==> config.mk <==
export PLATFORM = sky130hd
export DESIGN_NAME = stop_and_wait_arq_sender_unit
export DESIGN_NICKNAME = d
export VERILOG_FILES = /design/src/rtl/sawarq_pkg.sv /design/src/rtl/stop_and_wait_arq_sender_unit.sv
export VERILOG_INCLUDE_DIRS = /design/src /design/src/rtl
export SDC_FILE = /design/constraint.sdc
export NUM_CORES = 1
export LEC_CHECK = 0
export ABC_AREA = 1
export BUFFER_PORTS_ARGS = -buffer_cell sky130_fd_sc_hd__buf_2
export CAP_MARGIN = 20
export CORE_MARGIN = 2
export CORE_UTILIZATION = 50
export DETAILED_ROUTE_END_ITERATION = 16
export HOLD_SLACK_MARGIN = 0.1
export MAX_ROUTING_LAYER = met4
export PLACE_DENSITY_LB_ADDON = 0.1
export SLEW_MARGIN = 20
export SYNTH_ARGS = -nofsm -noshare
export SYNTH_HDL_FRONTEND = slang
export SYNTH_SLANG_ARGS = --single-unit
==> constraint.sdc <==
create_clock -name aclk -period 2.83 [get_ports aclk]
set_input_delay 0.4245 -clock aclk [delete_from_list [all_inputs] [get_ports aclk]]
set_output_delay 0.4245 -clock aclk [all_outputs]
set_load 0.03 [all_outputs]
==> src/rtl/stop_and_wait_arq_sender_unit_defines.svh <==
// ----------------------------------------------------------------------------
// stop-and-wait arq sender assertion macros
// shared concurrent assertion wrappers, clocked on aclk, off during reset
// ----------------------------------------------------------------------------
`ifndef STOP_AND_WAIT_ARQ_SENDER_UNIT_DEFINES_SVH
`define STOP_AND_WAIT_ARQ_SENDER_UNIT_DEFINES_SVH

// property must hold at every clock edge outside reset
`define SAWARQ_ASSERT(lbl, prop, msg) \
    lbl: assert property (@(posedge aclk) disable iff (!aresetn) (prop)) \
        else $error(msg);

// condition must never be seen outside reset
`define SAWARQ_NEVER(lbl, cond, msg) \
    `SAWARQ_ASSERT(lbl, !(cond), msg)

`endif

==> src/rtl/sawarq_pkg.sv <==
// ----------------------------------------------------------------------------
// sawarq_pkg
// types, codes and constants of the stop-and-wait arq sender
// ----------------------------------------------------------------------------
package sawarq_pkg;

    localparam int SEQ_MODULUS_DEF = 4;
    localparam int SEQ_W           = 8;
    localparam int NODE_W          = 8;
    localparam int RETRY_W         = 4;
    localparam int CFG_IDX_W       = 1;
    localparam int CFG_DATA_W      = 8;
    localparam int FIFO_DEPTH      = 4;
    localparam logic [RETRY_W-1:0] MAX_RETRIES_RST = 4'd4;

    typedef enum logic [1:0] {
        ST_IDLE = 2'd0,
        ST_TX   = 2'd1,
        ST_ACK  = 2'd2
    } state_t;

    typedef enum logic [2:0] {
        OP_SEND_REQ  = 3'd0,
        OP_DATA_SENT = 3'd1,
        OP_ACK_SENT  = 3'd2,
        OP_ACK_RX    = 3'd3,
        OP_TIMEOUT   = 3'd4,
        OP_DATA_RX   = 3'd5,
        OP_RSVD6     = 3'd6,
        OP_RSVD7     = 3'd7
    } op_t;

    typedef enum logic [2:0] {
        ACT_NONE     = 3'd0,
        ACT_SEND     = 3'd1,
        ACT_RESEND   = 3'd2,
        ACT_SEND_ACK = 3'd3,
        ACT_ACK_OK   = 3'd4,
        ACT_MISMATCH = 3'd5,
        ACT_GIVE_UP  = 3'd6,
        ACT_IGNORED  = 3'd7
    } action_t;

    typedef enum logic [1:0] {
        TMR_NONE  = 2'd0,
        TMR_START = 2'd1,
        TMR_STOP  = 2'd2
    } timer_cmd_t;

    localparam logic [CFG_IDX_W-1:0] CFG_DEST_NODE   = 1'd0;
    localparam logic [CFG_IDX_W-1:0] CFG_MAX_RETRIES = 1'd1;

    typedef struct packed {
        action_t            action;
        logic [SEQ_W-1:0]   seq;
        logic [NODE_W-1:0]  dest;
        timer_cmd_t         tcmd;
        logic [1:0]         state;
        logic               last;
    } res_t;

endpackage

==> src/rtl/stop_and_wait_arq_sender_unit.sv <==
// an accepted event's results are queued and offered in order from the queue head
// throughput: one event per cycle while each event gives one result and m_axis_tready
//   is high; an event that gives two results (deferred timeout) queues both of them
// the 4-entry result queue sets the rate: s_axis_tready needs room for two results
// reset: synchronous active-low aresetn; state idle, counters zero, queue empty,
//   dest_node 0, max_retries 4
// ----------------------------------------------------------------------------
// stop_and_wait_arq_sender_unit
// stop-and-wait arq control: one protocol event in, one or two result items out
// ----------------------------------------------------------------------------
`include "stop_and_wait_arq_sender_unit_defines.svh"

module stop_and_wait_arq_sender_unit #(
    parameter int SEQ_MODULUS = sawarq_pkg::SEQ_MODULUS_DEF
) (
    input  logic                              aclk,
    input  logic                              aresetn,

    // configuration write channel
    input  logic                              cfg_valid,
    output logic                              cfg_ready,
    input  logic [sawarq_pkg::CFG_IDX_W-1:0]  cfg_index,
    input  logic [sawarq_pkg::CFG_DATA_W-1:0] cfg_data,

    // event input
    input  logic                              s_axis_tvalid,
    output logic                              s_axis_tready,
    input  logic [15:0]                       s_axis_tdata,  // rx_seq[7:0], rx_source[15:8]
    input  logic [2:0]                        s_axis_tuser,  // op[2:0]

    // result output
    output logic                              m_axis_tvalid,
    input  logic                              m_axis_tready,
    output logic [23:0]                       m_axis_tdata,  // seq_out[7:0], dest_out[15:8],
                                                             // timer_cmd[17:16],
                                                             // state_out[19:18], zero[23:20]
    output logic [2:0]                        m_axis_tuser,  // action[2:0]
    output logic                              m_axis_tlast
);

    localparam int PTR_W = $clog2(sawarq_pkg::FIFO_DEPTH);
    localparam int CNT_W = $clog2(sawarq_pkg::FIFO_DEPTH + 1);
    localparam logic [sawarq_pkg::SEQ_W-1:0] SEQ_TOP = sawarq_pkg::SEQ_W'(SEQ_MODULUS - 1);

    // configuration registers
    logic [sawarq_pkg::NODE_W-1:0]  dest_node_reg;
    logic [sawarq_pkg::RETRY_W-1:0] max_retries_reg;

    // protocol state
    sawarq_pkg::state_t             state_reg, state_next;
    logic [sawarq_pkg::SEQ_W-1:0]   next_seq_reg, next_seq_next;
    logic [sawarq_pkg::SEQ_W-1:0]   sent_seq_reg, sent_seq_next;
    logic [sawarq_pkg::RETRY_W-1:0] retry_reg, retry_next;
    logic                           timer_run_reg, timer_run_next;
    logic                           tmo_pend_reg, tmo_pend_next;

    // result queue
    sawarq_pkg::res_t               fifo_reg [sawarq_pkg::FIFO_DEPTH];
    logic [PTR_W-1:0]               wr_ptr_reg, wr_ptr_next;
    logic [PTR_W-1:0]               rd_ptr_reg, rd_ptr_next;
    logic [CNT_W-1:0]               count_reg, count_next;

    // event decode
    sawarq_pkg::op_t                op;
    logic [sawarq_pkg::SEQ_W-1:0]   rx_seq;
    logic [sawarq_pkg::NODE_W-1:0]  rx_source;
    logic                           s_fire;
    logic                           m_fire;
    logic                           timer_eff;   // timer flag after a timeout expires it
    logic                           give_up;
    logic                           tx_to_ack;   // tx leaves for the ack state
    logic                           two_res;     // deferred timeout adds a second item
    sawarq_pkg::res_t               res0, res1, tmo_res;
    logic [1:0]                     push_n;

    assign op        = sawarq_pkg::op_t'(s_axis_tuser);
    assign rx_seq    = s_axis_tdata[7:0];
    assign rx_source = s_axis_tdata[15:8];
    assign s_fire    = s_axis_tvalid & s_axis_tready;
    assign m_fire    = m_axis_tvalid & m_axis_tready;

    assign timer_eff = timer_run_reg & (op != sawarq_pkg::OP_TIMEOUT);
    assign give_up   = retry_reg >= max_retries_reg;
    assign tx_to_ack = (op == sawarq_pkg::OP_DATA_SENT) ||
                       ((op == sawarq_pkg::OP_ACK_SENT) && (timer_eff || tmo_pend_reg));
    assign two_res   = (state_reg == sawarq_pkg::ST_TX) && tx_to_ack && tmo_pend_reg;

    // config writes, always accepted
    assign cfg_ready = 1'b1;

    always_ff @(posedge aclk) begin
        if (!aresetn) begin
            dest_node_reg   <= '0;
            max_retries_reg <= sawarq_pkg::MAX_RETRIES_RST;
        end else if (cfg_valid && cfg_ready) begin
            unique case (cfg_index)
                sawarq_pkg::CFG_DEST_NODE:   dest_node_reg   <= cfg_data;
                sawarq_pkg::CFG_MAX_RETRIES: max_retries_reg <= cfg_data[sawarq_pkg::RETRY_W-1:0];
                default: ;
            endcase
        end
    end

    // timeout result: resend or give up, for a timeout in the ack state or a deferred one
    always_comb begin
        tmo_res = '0;
        tmo_res.seq  = sent_seq_reg;
        tmo_res.tcmd = sawarq_pkg::TMR_NONE;
        tmo_res.last = 1'b1;
        if (give_up) begin
            tmo_res.action = sawarq_pkg::ACT_GIVE_UP;
            tmo_res.state  = sawarq_pkg::ST_IDLE;
        end else begin
            tmo_res.action = sawarq_pkg::ACT_RESEND;
            tmo_res.dest   = dest_node_reg;
            tmo_res.state  = sawarq_pkg::ST_TX;
        end
    end

    // next state of the protocol machine
    always_comb begin
        state_next     = state_reg;
        next_seq_next  = next_seq_reg;
        sent_seq_next  = sent_seq_reg;
        retry_next     = retry_reg;
        timer_run_next = timer_eff;
        tmo_pend_next  = tmo_pend_reg;
        unique case (state_reg)
            sawarq_pkg::ST_IDLE: begin
                if (op == sawarq_pkg::OP_SEND_REQ) begin
                    sent_seq_next = next_seq_reg;
                    next_seq_next = (next_seq_reg == SEQ_TOP) ? '0
                                  : sawarq_pkg::SEQ_W'(next_seq_reg + 1'b1);
                    retry_next    = '0;
                    state_next    = sawarq_pkg::ST_TX;
                end
            end
            sawarq_pkg::ST_TX: begin
                case (op)
                    sawarq_pkg::OP_ACK_SENT:
                        state_next = (timer_eff || tmo_pend_reg) ? sawarq_pkg::ST_ACK
                                                                 : sawarq_pkg::ST_IDLE;
                    sawarq_pkg::OP_DATA_SENT: begin
                        state_next     = sawarq_pkg::ST_ACK;
                        timer_run_next = 1'b1;
                    end
                    sawarq_pkg::OP_TIMEOUT:
                        tmo_pend_next = 1'b1;
                    default: ;
                endcase
                // deferred timeout is served on the way into the ack state
                if (two_res) begin
                    tmo_pend_next = 1'b0;
                    if (give_up) begin
                        state_next = sawarq_pkg::ST_IDLE;
                    end else begin
                        retry_next = sawarq_pkg::RETRY_W'(retry_reg + 1'b1);
                        state_next = sawarq_pkg::ST_TX;
                    end
                end
            end
            sawarq_pkg::ST_ACK: begin
                case (op)
                    sawarq_pkg::OP_ACK_RX: begin
                        if (rx_seq == sent_seq_reg) begin
                            timer_run_next = 1'b0;
                            state_next     = sawarq_pkg::ST_IDLE;
                        end
                    end
                    sawarq_pkg::OP_TIMEOUT: begin
                        if (give_up) begin
                            state_next = sawarq_pkg::ST_IDLE;
                        end else begin
                            retry_next = sawarq_pkg::RETRY_W'(retry_reg + 1'b1);
                            state_next = sawarq_pkg::ST_TX;
                        end
                    end
                    sawarq_pkg::OP_DATA_RX:
                        state_next = sawarq_pkg::ST_TX;
                    default: ;
                endcase
            end
            default: state_next = sawarq_pkg::ST_IDLE;
        endcase
    end

    // result items of the event
    always_comb begin
        res0        = '0;
        res0.action = sawarq_pkg::ACT_IGNORED;
        res0.tcmd   = sawarq_pkg::TMR_NONE;
        res0.state  = state_reg;
        res0.last   = 1'b1;
        res1        = tmo_res;
        unique case (state_reg)
            sawarq_pkg::ST_IDLE: begin
                if (op == sawarq_pkg::OP_SEND_REQ) begin
                    res0.action = sawarq_pkg::ACT_SEND;
                    res0.seq    = next_seq_reg;
                    res0.dest   = dest_node_reg;
                    res0.state  = sawarq_pkg::ST_TX;
                end
            end
            sawarq_pkg::ST_TX: begin
                case (op)
                    sawarq_pkg::OP_ACK_SENT: begin
                        res0.action = sawarq_pkg::ACT_NONE;
                        res0.state  = (timer_eff || tmo_pend_reg) ? sawarq_pkg::ST_ACK
                                                                  : sawarq_pkg::ST_IDLE;
                    end
                    sawarq_pkg::OP_DATA_SENT: begin
                        res0.action = sawarq_pkg::ACT_NONE;
                        res0.tcmd   = sawarq_pkg::TMR_START;
                        res0.state  = sawarq_pkg::ST_ACK;
                    end
                    sawarq_pkg::OP_TIMEOUT:
                        res0.action = sawarq_pkg::ACT_NONE;
                    default: ;
                endcase
                if (two_res) begin
                    res0.last = 1'b0;
                end
            end
            sawarq_pkg::ST_ACK: begin
                case (op)
                    sawarq_pkg::OP_ACK_RX: begin
                        res0.seq = rx_seq;
                        if (rx_seq == sent_seq_reg) begin
                            res0.action = sawarq_pkg::ACT_ACK_OK;
                            res0.tcmd   = sawarq_pkg::TMR_STOP;
                            res0.state  = sawarq_pkg::ST_IDLE;
                        end else begin
                            res0.action = sawarq_pkg::ACT_MISMATCH;
                        end
                    end
                    sawarq_pkg::OP_TIMEOUT:
                        res0 = tmo_res;
                    sawarq_pkg::OP_DATA_RX: begin
                        res0.action = sawarq_pkg::ACT_SEND_ACK;
                        res0.seq    = rx_seq;
                        res0.dest   = rx_source;
                        res0.state  = sawarq_pkg::ST_TX;
                    end
                    default: ;
                endcase
            end
            default: res0.state = sawarq_pkg::ST_IDLE;
        endcase
    end

    // queue bookkeeping
    assign push_n = !s_fire ? 2'd0 : (two_res ? 2'd2 : 2'd1);

    always_comb begin
        wr_ptr_next = PTR_W'(wr_ptr_reg + push_n);
        rd_ptr_next = m_fire ? PTR_W'(rd_ptr_reg + 1'b1) : rd_ptr_reg;
        count_next  = CNT_W'(count_reg + push_n - CNT_W'(m_fire));
    end

    // accept only with room for the largest burst of two items
    assign s_axis_tready = count_reg <= CNT_W'(sawarq_pkg::FIFO_DEPTH - 2);

    always_ff @(posedge aclk) begin
        if (!aresetn) begin
            state_reg     <= sawarq_pkg::ST_IDLE;
            next_seq_reg  <= '0;
            sent_seq_reg  <= '0;
            retry_reg     <= '0;
            timer_run_reg <= 1'b0;
            tmo_pend_reg  <= 1'b0;
            wr_ptr_reg    <= '0;
            rd_ptr_reg    <= '0;
            count_reg     <= '0;
        end else begin
            if (s_fire) begin
                state_reg     <= state_next;
                next_seq_reg  <= next_seq_next;
                sent_seq_reg  <= sent_seq_next;
                retry_reg     <= retry_next;
                timer_run_reg <= timer_run_next;
                tmo_pend_reg  <= tmo_pend_next;
            end
            wr_ptr_reg <= wr_ptr_next;
            rd_ptr_reg <= rd_ptr_next;
            count_reg  <= count_next;
        end
    end

    // queue storage, payload only
    always_ff @(posedge aclk) begin
        if (s_fire) begin
            fifo_reg[wr_ptr_reg] <= res0;
            if (two_res) begin
                fifo_reg[PTR_W'(wr_ptr_reg + 1'b1)] <= res1;
            end
        end
    end

    // head of queue drives the result port
    assign m_axis_tvalid = count_reg != '0;
    assign m_axis_tuser  = fifo_reg[rd_ptr_reg].action;
    assign m_axis_tlast  = fifo_reg[rd_ptr_reg].last;
    assign m_axis_tdata  = {4'b0000, fifo_reg[rd_ptr_reg].state, fifo_reg[rd_ptr_reg].tcmd,
                            fifo_reg[rd_ptr_reg].dest, fifo_reg[rd_ptr_reg].seq};

    // queue never overfills
    `SAWARQ_NEVER(a_fifo_bound, count_reg > CNT_W'(sawarq_pkg::FIFO_DEPTH),
                  "result queue overflow")
    // a non-final item always has its partner queued behind it
    `SAWARQ_ASSERT(a_pair_queued, (m_axis_tvalid && !m_axis_tlast) |-> (count_reg >= 2),
                   "first of two items without its second")
    // a pending timeout exists only while transmitting
    `SAWARQ_ASSERT(a_pend_tx, tmo_pend_reg |-> (state_reg == sawarq_pkg::ST_TX),
                   "pending timeout outside tx")
    // a send request in idle always moves to tx
    `SAWARQ_ASSERT(a_send_tx,
                   (s_fire && (state_reg == sawarq_pkg::ST_IDLE) &&
                    (op == sawarq_pkg::OP_SEND_REQ)) |=> (state_reg == sawarq_pkg::ST_TX),
                   "send request did not enter tx")

endmodule

==> flow_metrics.py <==
metrics = {
    "placement": {
        "io_buffer_count": 58,
        "hpwl_mm": 12.5,
        "post-place-ws_ns": 0.166,
        "place.gp.congestion": 0.891,
        "dpl_cell_area_mm2": 0.00773,
    },
    "drt": {
        "ant_nets": 0,
        "post_drt_wl_per_cell_um": 16.4,
        "vias_per_cell": 5.49,
        "drc": 0,
        "drtIter0Drc": 683,
        "vias": 6470,
        "drt_first_pass_iters": 5,
        "routed_wirelength_mm": 19.4,
    },
    "clocking": {
        "cts_tree": "yes",
        "clock_latency_ns": 0.43,
        "post-cts-setup-buffers": 0,
        "clock-sinks": 141,
        "cts-root-buf": "clkbuf_16",
        "numCtsBuffers": 17,
        "cts.path.max_buffers": 2,
        "h-tree-depth": 4,
        "clk_pin_slew_ns": 0.06,
    },
    "logic_synthesis": {
        "syn-cell-area_mm2": 0.00724,
        "synth_cell_types": 36,
        "synth_area_per_cell_um2": 7.79,
        "ys_warn_count": 0,
        "seq_area_frac_synth": 0.490,
        "ys_ff_latch": 141,
        "synth_cells": 929,
    },
    "floorplanning": {
        "core_mm2": 0.0140,
        "die_x_um": 124,
        "io_pins": 64,
        "die_area_mm2": 0.0155,
        "num_rows": 43,
        "start_util": 0.517,
        "die_h_um": 124,
    },
    "timing": {
        "max_freq_mhz": 406,
        "fin_ws_ns": 0.370,
        "worst_pin_slew_ns": 0.875,
        "fin_crit_ns": 2.46,
        "setup_tns_ns": 0,
        "slew_viol_final": 0,
        "slew_headroom": 0.417,
        "finalHoldViolations": 0,
        "final.period_utilization": 0.869,
        "setup_viol": 0,
        "rsz0062_at_grt": "no",
        "finClkSkew_ns": 0.0104,
    },
    "layout": {
        "nFillCells": 1313,
        "largest_reg_flops": 96,
        "layout.nets": 1034,
        "finish.instance_area_mm2": 0.00839,
        "drive_gt1_frac": 0.140,
        "fin_util": 0.600,
        "antennaDiodeCount": 0,
        "syn2layout_area_growth_pct": 15.9,
    },
    "power_and_ir_drop": {
        "power.density_mw_per_mm2": 818,
        "peakVddDrop_mv": 0.573,
        "power_leakage_nw": 3.45,
        "pwr-share-clk": 0.355,
        "swShare": 0.342,
        "combPwrFrac": 0.275,
        "switchingPower_mw": 2.35,
        "power_frac_seq": 0.370,
        "intPower_mw": 4.52,
    },
    "critical_path": {
        "required_ns": 3.15,
        "critical_path_class": "flop to flop",
        "path_max_fanout": 7,
        "critPathCaptureType": "flop",
        "cp.arrival_ns": 2.78,
        "worstSetupStartpointType": "flop",
    },
    "grt": {
        "grt_pass1_vias": 5792,
        "antenna_found_initial": 0,
        "grtUsageTotal": 0.259,
        "grt-ovfl-total": 0,
        "grt_max_degree": 49,
        "grt_pass1_wl_mm": 30.6,
    },
    "worst_hold_path": {
        "hold_path_class": "primary input to flop",
    },
    "status": {
        "status": "finished, final reports clean",
    },
    "run": {
        "cap_violations": 0,
    },
}
-- layout make-up --
class,count,area (um^2),share of cell area
clock buffers,24,567,0.0676
clock inverters,8,93.8,0.0112
inverters,88,330,0.0394
multi-input cells,657,3170,0.377
flip-flops and latches,141,3540,0.422
well taps,180,225,0.0268
repair buffers,81,463,0.0552
-- what timing repair did --
item	CTS	global route
hold buffers	0	0
setup endpoints to repair	0	1
resized for setup	0	1
-- path summary, 6_finish.rpt --
kind	start	end	slack, ns	cells past startpoint
worst max-delay path	state_reg[1]	count_reg[2]	0.37	13
worst min-delay path	cfg_data[2]	max_retries_reg[2]	0.23	3
worst max register to register	state_reg[1]	count_reg[2]	0.37	13
worst min register to register	fifo_reg[0][21]	fifo_reg[0][21]	0.45	2
-- cell usage after synthesis --
master / count / area share
xnor2_1: 7 / 0.0085
a211oi_1: 1 / 0.0010
o22ai_1: 58 / 0.050
buf_4: 6 / 0.0062
a22oi_1: 8 / 0.0083
xor2_1: 5 / 0.0060
a21oi_1: 40 / 0.028
nand4_1: 5 / 0.0043
ha_1: 14 / 0.024
clkbuf_1: 32 / 0.017
nor3_4: 3 / 0.0067
nor3b_1: 1 / 0.0010
edfxtp_1: 72 / 0.30
o21a_1: 1 / 0.0010
inv_1: 72 / 0.037
nor3_2: 1 / 0.0014
inv_2: 15 / 0.0078
nand3b_1: 1 / 0.0010
buf_6: 1 / 0.0016
nor3_1: 8 / 0.0055
or2_2: 1 / 0.00086
nor2_4: 1 / 0.0016
nor2_2: 4 / 0.0035
nand2_1: 255 / 0.13
conb_1: 2 / 0.0010
dfxtp_1: 69 / 0.19
a31oi_1: 1 / 0.00086
buf_2: 7 / 0.0048
o21ai_1: 1 / 0.00069
a21oi_2: 1 / 0.0012
nand3_1: 28 / 0.019
clkinv_1: 1 / 0.00052
o211ai_1: 2 / 0.0021
nor2_1: 107 / 0.055
o21ai_0: 97 / 0.067
fa_1: 1 / 0.0028
-- worst max-delay path, stage by stage (launching register included) --
cell and delay [ns]:
dfxtp_1 0.37, inv_1 0.10, ha_1 0.17, nand2_1 0.06, nor2_1 0.22, inv_1 0.10, nor2_2 0.15, inv_1 0.06
ha_1 0.26, inv_1 0.05, fa_1 0.42, xor2_1 0.18, o21ai_0 0.15, a21oi_1 0.05
-- power by group through the flow --
stage | logic [mW] | registers [mW] | clock network (mW)
floorplan | 1.33 | 2.55 | 0
global placement | 1.87 | 2.58 | 0
detailed placement | 1.88 | 2.58 | 0
CTS | 1.89 | 2.54 | 2.45
global route | 2.07 | 2.57 | 2.52
finish | 1.89 | 2.54 | 2.44
-- placed cells by master, fill, tap and decap left out, types with 5 or more instances in the layout --
master,count
xnor2_1,7
conb_1,5
o21ai_0,97
nand2_1,255
a21oi_1,40
nor3_1,8
clkbuf_16,21
a22oi_1,8
nor2_2,5
inv_2,15
edfxtp_1,72
inv_1,72
buf_2,58
nand4_1,5
buf_4,23
o22ai_1,58
xor2_1,5
dfxtp_1,69
ha_1,14
clkinv_2,5
nor2_1,106
nand3_1,28
-- per-stage QoR --
step / std cells / hold slack, ns / power [mW]
final: 1179 / 0.234 / 6.87
after global routing: 1179 / 0.237 / 7.16
after CTS: 1179 / 0.221 / 6.87
after detailed placement: 1147 / 0.443 / 4.47
after global placement: 1147 / 0.440 / 4.45
after floorplan: 932 / 0.421 / 3.89
-- cells by family after synthesis --
group | after synthesis | synth area share
compound gates | 210 | 0.160
simple gates | 415 | 0.233
fa+ha+maj | 15 | 0.0270
other cells | 2 | 0.00104
flops | 141 | 0.490
xor+xnor | 12 | 0.0145
buf+inv | 134 | 0.0748
-- routing by layer --
metal,GRT usage,part of all wire,vias up
li1,-,-,3209
met1,0.357,0.45,2942
met2,0.383,0.45,287
met3,0.0619,0.090,32
met4,0.0740,0.014,0
met5,-,0,-
Note: power is estimated with default switching activity, not from simulation.
